**src/rtl/core/sfr_pkg.sv**
```systemverilog
// shared types, constants and register indexes of the stuffed frame receiver
package sfr_pkg;

    localparam int unsigned BYTE_W   = 8;
    localparam int unsigned CFG_IDX_W = 3;
    localparam int unsigned QUEUE_DEPTH = 4;
    localparam int unsigned OUT_DATA_W = 16;

    localparam logic [CFG_IDX_W-1:0] CFG_FLAG      = 3'd0;
    localparam logic [CFG_IDX_W-1:0] CFG_ESCAPE    = 3'd1;
    localparam logic [CFG_IDX_W-1:0] CFG_MASK      = 3'd2;
    localparam logic [CFG_IDX_W-1:0] CFG_SENDER    = 3'd3;
    localparam logic [CFG_IDX_W-1:0] CFG_RECEIVER  = 3'd4;
    localparam logic [CFG_IDX_W-1:0] CFG_CTRL_ZERO = 3'd5;
    localparam logic [CFG_IDX_W-1:0] CFG_CTRL_ONE  = 3'd6;

    localparam logic [BYTE_W-1:0] FLAG_RST      = 8'd126;
    localparam logic [BYTE_W-1:0] ESCAPE_RST    = 8'd125;
    localparam logic [BYTE_W-1:0] MASK_RST      = 8'd32;
    localparam logic [BYTE_W-1:0] SENDER_RST    = 8'd3;
    localparam logic [BYTE_W-1:0] RECEIVER_RST  = 8'd1;
    localparam logic [BYTE_W-1:0] CTRL_ZERO_RST = 8'd0;
    localparam logic [BYTE_W-1:0] CTRL_ONE_RST  = 8'd64;

    localparam logic KIND_PAYLOAD = 1'b0;
    localparam logic KIND_VERDICT = 1'b1;

    typedef struct packed {
        logic [BYTE_W-1:0] flag_value;
        logic [BYTE_W-1:0] escape_value;
        logic [BYTE_W-1:0] stuff_mask;
        logic [BYTE_W-1:0] sender_address;
        logic [BYTE_W-1:0] receiver_address;
        logic [BYTE_W-1:0] control_seq_zero;
        logic [BYTE_W-1:0] control_seq_one;
    } cfg_t;

    typedef struct packed {
        logic              result_kind;
        logic [BYTE_W-1:0] payload_byte;
        logic              frame_good;
        logic              frame_sequence;
        logic              reply_is_reject;
        logic              reply_sequence;
        logic              frame_last;
    } result_t;

    typedef struct packed {
        logic    push_one;
        logic    push_two;
        result_t first;
        result_t second;
    } push_t;

endpackage

```
**src/rtl/core/sfr_front.sv**
```systemverilog
// front end: frame hunt, unstuffing and verdict, up to two results per byte
module sfr_front (
    input  logic                         clk,
    input  logic                         rst_n,
    input  sfr_pkg::cfg_t                cfg,
    input  logic                         take,
    input  logic [sfr_pkg::BYTE_W-1:0]   line_byte,
    output sfr_pkg::push_t               push
);
    import sfr_pkg::*;

    typedef enum logic [2:0] {
        PH_HUNT = 3'd0,
        PH_ADDR = 3'd1,
        PH_CTRL = 3'd2,
        PH_HCHK = 3'd3,
        PH_BODY = 3'd4
    } phase_t;

    phase_t            phase_reg, phase_next;
    logic [BYTE_W-1:0] addr_reg, addr_next;
    logic              seq_reg, seq_next;
    logic              esc_reg, esc_next;
    logic              hv_reg, hv_next;
    logic [BYTE_W-1:0] hb_reg, hb_next;
    logic [BYTE_W-1:0] par_reg, par_next;

    logic              p1_en, p2_en, verdict, clear;
    logic [BYTE_W-1:0] p1_val, p2_val, ctrl_byte;
    logic [1:0]        n;
    logic              good;
    result_t           r0, r1, pay;

    always_comb
    begin
        phase_next = phase_reg;
        addr_next  = addr_reg;
        seq_next   = seq_reg;
        esc_next   = esc_reg;
        p1_en      = 1'b0;
        p2_en      = 1'b0;
        p1_val     = line_byte;
        p2_val     = line_byte;
        verdict    = 1'b0;
        clear      = 1'b0;
        ctrl_byte  = seq_reg ? cfg.control_seq_one : cfg.control_seq_zero;

        unique case (phase_reg)
            PH_ADDR:
            begin
                if (line_byte == cfg.sender_address || line_byte == cfg.receiver_address)
                begin
                    addr_next  = line_byte;
                    phase_next = PH_CTRL;
                end
                else if (line_byte != cfg.flag_value)
                begin
                    clear      = 1'b1;
                    phase_next = PH_HUNT;
                end
            end
            PH_CTRL:
            begin
                if (line_byte == cfg.control_seq_zero || line_byte == cfg.control_seq_one)
                begin
                    seq_next   = (line_byte != cfg.control_seq_zero);
                    phase_next = PH_HCHK;
                end
                else
                begin
                    clear      = 1'b1;
                    phase_next = (line_byte == cfg.flag_value) ? PH_ADDR : PH_HUNT;
                end
            end
            PH_HCHK:
            begin
                if (line_byte == (addr_reg ^ ctrl_byte))
                begin
                    esc_next   = 1'b0;
                    phase_next = PH_BODY;
                end
                else
                begin
                    clear      = 1'b1;
                    phase_next = (line_byte == cfg.flag_value) ? PH_ADDR : PH_HUNT;
                end
            end
            PH_BODY:
            begin
                if (line_byte == cfg.flag_value)
                begin
                    p1_en      = esc_reg;
                    p1_val     = cfg.escape_value;
                    verdict    = 1'b1;
                    clear      = 1'b1;
                    phase_next = PH_HUNT;
                end
                else if (esc_reg)
                begin
                    esc_next = 1'b0;
                    p1_en    = 1'b1;
                    if (line_byte == (cfg.flag_value ^ cfg.stuff_mask))
                        p1_val = cfg.flag_value;
                    else if (line_byte == (cfg.escape_value ^ cfg.stuff_mask))
                        p1_val = cfg.escape_value;
                    else
                    begin
                        p1_val = cfg.escape_value;
                        if (line_byte == cfg.escape_value)
                            esc_next = 1'b1;
                        else
                            p2_en = 1'b1;
                    end
                end
                else if (line_byte == cfg.escape_value)
                    esc_next = 1'b1;
                else
                    p1_en = 1'b1;
            end
            default:
            begin
                clear      = 1'b1;
                phase_next = (line_byte == cfg.flag_value) ? PH_ADDR : PH_HUNT;
            end
        endcase

        // unstuffed bytes shift through the one-byte hold
        n        = 2'd0;
        hv_next  = (phase_reg == PH_BODY) ? hv_reg : 1'b0;
        hb_next  = (phase_reg == PH_BODY) ? hb_reg : '0;
        par_next = (phase_reg == PH_BODY) ? par_reg : '0;
        pay      = '0;
        pay.result_kind    = KIND_PAYLOAD;
        pay.frame_sequence = seq_reg;
        r0 = pay;
        r1 = pay;

        if (p1_en)
        begin
            if (hv_next)
            begin
                r0.payload_byte = hb_next;
                par_next = par_next ^ hb_next;
                n = 2'd1;
            end
            hb_next = p1_val;
            hv_next = 1'b1;
        end
        if (p2_en)
        begin
            if (n == 2'd0)
                r0.payload_byte = hb_next;
            else
                r1.payload_byte = hb_next;
            par_next = par_next ^ hb_next;
            n = n + 2'd1;
            hb_next = p2_val;
        end

        good = hv_next && (hb_next == par_next);
        if (verdict)
        begin
            if (n == 2'd0)
            begin
                r0.result_kind     = KIND_VERDICT;
                r0.frame_good      = good;
                r0.reply_is_reject = !good;
                r0.reply_sequence  = good ? !seq_reg : seq_reg;
                r0.frame_last      = 1'b1;
            end
            else
            begin
                r1.result_kind     = KIND_VERDICT;
                r1.frame_good      = good;
                r1.reply_is_reject = !good;
                r1.reply_sequence  = good ? !seq_reg : seq_reg;
                r1.frame_last      = 1'b1;
            end
            n = n + 2'd1;
        end

        if (clear)
        begin
            addr_next = '0;
            seq_next  = 1'b0;
            esc_next  = 1'b0;
            hv_next   = 1'b0;
            hb_next   = '0;
            par_next  = '0;
        end

        push.push_one = take && (n != 2'd0);
        push.push_two = take && (n == 2'd2);
        push.first    = r0;
        push.second   = r1;
    end

    always_ff @(posedge clk or negedge rst_n)
    begin
        if (!rst_n)
        begin
            phase_reg <= PH_HUNT;
            addr_reg  <= '0;
            seq_reg   <= 1'b0;
            esc_reg   <= 1'b0;
            hv_reg    <= 1'b0;
            hb_reg    <= '0;
            par_reg   <= '0;
        end
        else if (take)
        begin
            phase_reg <= phase_next;
            addr_reg  <= addr_next;
            seq_reg   <= seq_next;
            esc_reg   <= esc_next;
            hv_reg    <= hv_next;
            hb_reg    <= hb_next;
            par_reg   <= par_next;
        end
    end

endmodule

```
**src/rtl/core/sfr_back.sv**
```systemverilog
// back end: small result queue with two write slots and a registered output stage
module sfr_back #(
    parameter int unsigned DEPTH = sfr_pkg::QUEUE_DEPTH
) (
    input  logic             clk,
    input  logic             rst_n,
    input  sfr_pkg::push_t   push,
    output logic             room,
    output logic             out_valid,
    input  logic             out_ready,
    output sfr_pkg::result_t out_item
);
    import sfr_pkg::*;

    localparam int unsigned PTR_W = $clog2(DEPTH);
    localparam int unsigned CNT_W = $clog2(DEPTH + 1);

    result_t            entry_reg [DEPTH];
    logic [PTR_W-1:0]   head_reg, head_next;
    logic [PTR_W-1:0]   tail_reg, tail_next, tail_plus;
    logic [CNT_W-1:0]   count_reg, count_next;
    logic               valid_reg, valid_next;
    result_t            item_reg;
    logic               pop;

    assign room      = (count_reg <= CNT_W'(DEPTH - 2));
    assign pop       = (count_reg != '0) && (!valid_reg || out_ready);
    assign tail_plus = tail_reg + PTR_W'(1);
    assign out_valid = valid_reg;
    assign out_item  = item_reg;

    always_comb
    begin
        head_next  = pop ? head_reg + PTR_W'(1) : head_reg;
        tail_next  = tail_reg + PTR_W'(push.push_one) + PTR_W'(push.push_two);
        count_next = count_reg + CNT_W'(push.push_one) + CNT_W'(push.push_two)
                     - CNT_W'(pop);
        valid_next = pop ? 1'b1 : (out_ready ? 1'b0 : valid_reg);
    end

    always_ff @(posedge clk or negedge rst_n)
    begin
        if (!rst_n)
        begin
            head_reg  <= '0;
            tail_reg  <= '0;
            count_reg <= '0;
            valid_reg <= 1'b0;
        end
        else
        begin
            head_reg  <= head_next;
            tail_reg  <= tail_next;
            count_reg <= count_next;
            valid_reg <= valid_next;
        end
    end

    always_ff @(posedge clk)
    begin
        if (push.push_one)
            entry_reg[tail_reg] <= push.first;
        if (push.push_two)
            entry_reg[tail_plus] <= push.second;
        if (pop)
            item_reg <= entry_reg[head_reg];
    end

endmodule

```
**src/rtl/core/stuffed_frame_receiver.sv**
```systemverilog
// top level of the byte-stuffed frame receiver
//
// line bytes enter on the s_axis channel, one item per cycle when ready; results
// leave on the m_axis channel. a result is either a payload byte (tuser low) or an end
// of frame verdict (tuser high, tlast high) carrying the check outcome and the
// reply kind with its sequence. body bytes come out one byte late, since the
// last body byte is held back as the frame check.
// one line byte can give two results (a stuffed escape resolved together with
// the held byte, or the last payload byte and the verdict at the closing flag).
// the front parser takes one byte per cycle while s_axis_tready is high and writes
// its results into a four-entry queue; the back end drains one result per cycle
// into an output register while that register is empty or m_axis_tready is high.
// s_axis_tready drops while the queue has fewer than two free entries, so a
// stalled m_axis side backs up into the line side after the queue fills; bytes
// that give two results can only be sustained at the output rate of one a cycle.
// reset clears the parser to the flag hunt, empties the queue and loads the
// configuration registers with their defaults. the user must write configuration
// through cfg_we/cfg_addr/cfg_wdata only while the block is idle; it is not enforced.
module stuffed_frame_receiver #(
    parameter int unsigned QUEUE_DEPTH = sfr_pkg::QUEUE_DEPTH
) (
    input  logic                             clk,
    input  logic                             rst_n,
    input  logic                             cfg_we,
    input  logic [sfr_pkg::CFG_IDX_W-1:0]    cfg_addr,
    input  logic [sfr_pkg::BYTE_W-1:0]       cfg_wdata,
    input  logic                             s_axis_tvalid,
    output logic                             s_axis_tready,
    input  logic [sfr_pkg::BYTE_W-1:0]       s_axis_tdata,  // line_byte
    output logic                             m_axis_tvalid,
    input  logic                             m_axis_tready,
    // payload_byte, frame_good, frame_sequence, reply_is_reject, reply_sequence, zero fill
    output logic [sfr_pkg::OUT_DATA_W-1:0]   m_axis_tdata,
    output logic                             m_axis_tuser,  // result_kind
    output logic                             m_axis_tlast   // frame_last
);
    import sfr_pkg::*;

    cfg_t    cfg_reg;
    push_t   push;
    result_t item;
    logic    take;

    always_ff @(posedge clk or negedge rst_n)
    begin
        if (!rst_n)
        begin
            cfg_reg.flag_value       <= FLAG_RST;
            cfg_reg.escape_value     <= ESCAPE_RST;
            cfg_reg.stuff_mask       <= MASK_RST;
            cfg_reg.sender_address   <= SENDER_RST;
            cfg_reg.receiver_address <= RECEIVER_RST;
            cfg_reg.control_seq_zero <= CTRL_ZERO_RST;
            cfg_reg.control_seq_one  <= CTRL_ONE_RST;
        end
        else if (cfg_we)
        begin
            unique case (cfg_addr)
                CFG_FLAG:      cfg_reg.flag_value       <= cfg_wdata;
                CFG_ESCAPE:    cfg_reg.escape_value     <= cfg_wdata;
                CFG_MASK:      cfg_reg.stuff_mask       <= cfg_wdata;
                CFG_SENDER:    cfg_reg.sender_address   <= cfg_wdata;
                CFG_RECEIVER:  cfg_reg.receiver_address <= cfg_wdata;
                CFG_CTRL_ZERO: cfg_reg.control_seq_zero <= cfg_wdata;
                CFG_CTRL_ONE:  cfg_reg.control_seq_one  <= cfg_wdata;
                default:       ;
            endcase
        end
    end

    assign take = s_axis_tvalid && s_axis_tready;

    sfr_front u_front (
        .clk       (clk),
        .rst_n     (rst_n),
        .cfg       (cfg_reg),
        .take      (take),
        .line_byte (s_axis_tdata),
        .push      (push)
    );

    sfr_back #(
        .DEPTH (QUEUE_DEPTH)
    ) u_back (
        .clk       (clk),
        .rst_n     (rst_n),
        .push      (push),
        .room      (s_axis_tready),
        .out_valid (m_axis_tvalid),
        .out_ready (m_axis_tready),
        .out_item  (item)
    );

    assign m_axis_tdata = {4'b0000, item.reply_sequence, item.reply_is_reject,
                           item.frame_sequence, item.frame_good, item.payload_byte};
    assign m_axis_tuser = item.result_kind;
    assign m_axis_tlast = item.frame_last;

endmodule
```
**config.mk**
```make
export PLATFORM = sky130hd
export DESIGN_NAME = stuffed_frame_receiver
export DESIGN_NICKNAME = d
export VERILOG_FILES = /design/src/rtl/core/sfr_pkg.sv /design/src/rtl/core/sfr_front.sv /design/src/rtl/core/sfr_back.sv /design/src/rtl/core/stuffed_frame_receiver.sv
export SDC_FILE = /design/constraint.sdc
export NUM_CORES = 1
export LEC_CHECK = 0
export ABC_AREA = 0
export BUFFER_PORTS_ARGS = -buffer_cell sky130_fd_sc_hd__buf_2
export CAP_MARGIN = 20
export CORE_MARGIN = 2
export CORE_UTILIZATION = 45
export DETAILED_ROUTE_END_ITERATION = 10
export MAX_ROUTING_LAYER = met4
export PLACE_DENSITY = 0.66
export SYNTH_ARGS = -nofsm -noshare
export SYNTH_HDL_FRONTEND = slang
export SYNTH_SLANG_ARGS = --single-unit
```
**constraint.sdc**
```tcl
create_clock -name clk -period 5.1 [get_ports clk]
set_clock_uncertainty 0.15 [all_clocks]
set_input_delay 0 -clock clk [delete_from_list [all_inputs] [get_ports clk]]
set_output_delay 0 -clock clk [all_outputs]
set_load 0.05 [all_outputs]
```
==> impl_metrics.json <==
{
  "min_path_type": "in -> async",
  "wire_per_inst_um": 19.2,
  "setup-violations-final": 0,
  "placed_cells": 1134,
  "post_synthesis_register_bit_count": 159,
  "transition_time_of_the_tightest_slew_check_pin_ns": 0.941,
  "path_common_cell": "sky130_fd_sc_hd__fa_1",
  "grt-ovfl-total": 0,
  "gpl.final_weighted_congestion": 0.901,
  "fp.dieW_um": 150,
  "endpoint_kind": "flop",
  "timing_worst_setup_path_type": "in -> reg",
  "critPathLaunchType": "input pin",
  "die_area_um2": 22400,
  "timing.critical_path.slowest_stage_cell": "sky130_fd_sc_hd__o311ai_0",
  "cts.repair.resized": 0,
  "max_buffers_root_to_sink": 2,
  "post_route_cells_drive_above_1_share": 0.217,
  "crit_arrival_ns": 4.63,
  "status": "completed",
  "clk_latency_ns": 0.43,
  "syn_to_final_growth_pct": 14.1,
  "post-layout-total-power_w": 0.00390,
  "final_cell_count_no_fill": 1195,
  "clock_tree.htree_level_count": 4,
  "critical_path_required_ns": 5.27,
  "cp.buffers_inverters": 4,
  "clkTransAtPathRegs_ns": 0.07,
  "synth-seq-area-share": 0.453,
  "biggest_cell_delay_along_the_critical_path_ns": 0.67,
  "final.hold.worst_slack_ns": 0.0201,
  "maximum_number_of_pins_on_one_net_before_global_route_repair": 55,
  "final_net_count": 938,
  "standby_leakage_power_nw": 4.04,
  "postSynthCellCount": 854,
  "final-max-slew-violation-count": 0,
  "relSlewSlack": 0.373,
  "ff2ff_path_depth": 11,
  "timing.final.crit_share": 0.874,
  "drt-pass1-iter-count": 5,
  "cts_sinks": 159,
  "port_buffers": 39,
  "crit_fanout": 12,
  "cts_inserted_buffers": 17,
  "r2r-end": "u_back.count_reg[2]$_DFF_PN0_",
  "r2r_slack_ns": 0.77,
  "initial_standard_cell_utilization_of_the_core": 0.457,
  "std_cell_rows": 53,
  "total_power_density_per_cell_area_nw_per_um2": 358,
  "drt_iter0_drc": 455,
  "post-cts-setup-buffer-count": 0,
  "hold_violations": 0,
  "peak_supply_drop_uv": 264,
  "cp_top_family": "buffers and inverters",
  "postSynthAreaPerCell_um2": 11.2,
  "clock_tree_from_tritoncts": "built",
  "largest_register_ff_count": 56,
  "n_antenna_cell": 0,
  "achievable-frequency_mhz": 224,
  "path_cells": "dlygate4sd3_1 > buf_2 > xor3_1 > or4_4 > nor3_4 > nor4_4 > inv_2 > ha_1 > o311ai_0 > inv_1 > fa_1 > fa_1 > xnor2_1",
  "drt.antenna.violating_nets": 0,
  "reg2reg_from": "cfg_reg[54]$_DFFE_PN1P_",
  "grt_antenna_before_repair": 0,
  "syn-cell-area_um2": 9550,
  "die-height_um": 150,
  "grt_pass1_vias": 6818,
  "timing.max_cap.violations": 0,
  "global_route.usage.total": 0.222,
  "route.detailed.drc": 0,
  "global_route_wire_length_before_repair_um": 37200,
  "synthDistinctLibCells": 77,
  "min_period_ns": 4.46,
  "ios": 44,
  "placeable_core_region_um2": 20900,
  "dp_hpwl_um": 15700,
  "setup-tns-final_ns": 0,
  "root_buffer": "sky130_fd_sc_hd__clkbuf_16",
  "setup_repair_after_global_routing_missed_its_margin": "false",
  "vias": 6916,
  "synth-edff-count": 65,
  "ys_dominant_reg_cell": "sky130_fd_sc_hd__dfrtp_1",
  "finalWirelength_um": 22900,
  "yosysWarningCount": 0,
  "via_per_inst": 5.79,
  "synth-async-reset-ratio": 0.591
}
Yosys cell counts (all sizes together) (9+ instances only):
master,count,share of area
inv,37,0.015
dfrtp,77,0.20
mux4,13,0.031
nor4,9,0.0090
dfstp,17,0.047
a31oi,9,0.0059
nand3,11,0.0063
xnor3,10,0.024
and2,10,0.0068
edfxtp,65,0.20
a21oi,27,0.014
o22ai,36,0.024
clkbuf,37,0.015
nand2,71,0.028
xnor2,66,0.061
nor3,14,0.0096
xor2,28,0.026
mux2,54,0.064
nand4,11,0.0072
nor2,33,0.013
buf,20,0.011
mux2i,46,0.048
o21ai,39,0.020
cells by family after synthesis:
kind of cell,synth area share
AND/OR/NAND/NOR,0.114
AO/OA/AOI/OAI,0.112
flip-flops,0.453
multiplexers,0.143
XOR/XNOR,0.126
buffers and inverters,0.0408
adder cells (fa/ha/maj),0.0115
other,0.000393
worst max-delay path by stage:
stage                            start  depth (start not counted)                            end  slack, ns
3_3_place_gp           s_axis_tdata[6]                         12  u_back.count_reg[2]$_DFF_PN0_       0.84
4_1_cts                s_axis_tdata[6]                         13  u_back.count_reg[2]$_DFF_PN0_       0.64
2_1_floorplan  cfg_reg[45]$_DFFE_PN1P_                         13  u_back.count_reg[2]$_DFF_PN0_       0.71
6_report               s_axis_tdata[6]                         13  u_back.count_reg[2]$_DFF_PN0_       0.64
3_5_place_dp           s_axis_tdata[6]                         12  u_back.count_reg[2]$_DFF_PN0_       0.72
5_1_grt                s_axis_tdata[6]                         13  u_back.count_reg[2]$_DFF_PN0_       0.35
cells in the final DEF (no fill, tap or decap), drive strengths merged, types with 6 or more instances in the layout:
cell,instances
nand4,11
inv,46
nor3,14
nand3,11
dfrtp,77
clkbuf,19
mux2i,46
dlygate4sd3,28
mux2,54
nor3b,6
a31oi,9
xor2,28
nand2b,7
dfstp,17
xor3,6
and3,7
a21oi,27
o21ai,39
nand4b,7
xnor2,66
nor2,33
mux4,13
o22ai,36
edfxtp,65
nand2,71
buf,59
xnor3,10
and2,10
nor4,9
metrics by stage:
stage	instance area, um2	utilization	worst slack (ns)
floorplan	9560	-	0.705
global placement	10000	0.480	0.843
detailed placement	10000	0.480	0.722
CTS	10900	0.520	0.635
global route	10900	0.521	0.352
finish	10900	0.521	0.642
area by class of cell:
class                      instances  area [um2]
fill                            1841       10000
multi-input combinational        603        4860
sequential                       159        4330
timing repair buffer              88         636
clock buffer                      18         439
tap                              275         344
clock inverter                    14         144
inverter                          38         143
where the power goes:
part	internal, W	total, W	leakage [nW]	switching [W]
Sequential	0.00152	0.00171	1.76	0.000184
Combinational	0.000439	0.000942	2.00	0.000503
Clock	0.000664	0.00125	0.284	0.000583
what timing repair did:
| action | CTS | global route |
|---|---|---|
| hold buffers | 26 | 2 |
| setup endpoints to repair | 0 | 0 |
| endpoints found under the hold margin | 119 | 1 |
per-layer routing:
metal / vias to the layer above / share of wire / wire length [um] / track usage
met5: - / 0 / 0 / -
met4: 0 / 0.027 / 615 / 0.0778
met3: 51 / 0.050 / 1150 / 0.0360
met2: 242 / 0.49 / 11200 / 0.359
met1: 3403 / 0.44 / 10000 / 0.286
li1: 3220 / - / - / -
(Power assumes the default switching activity.)
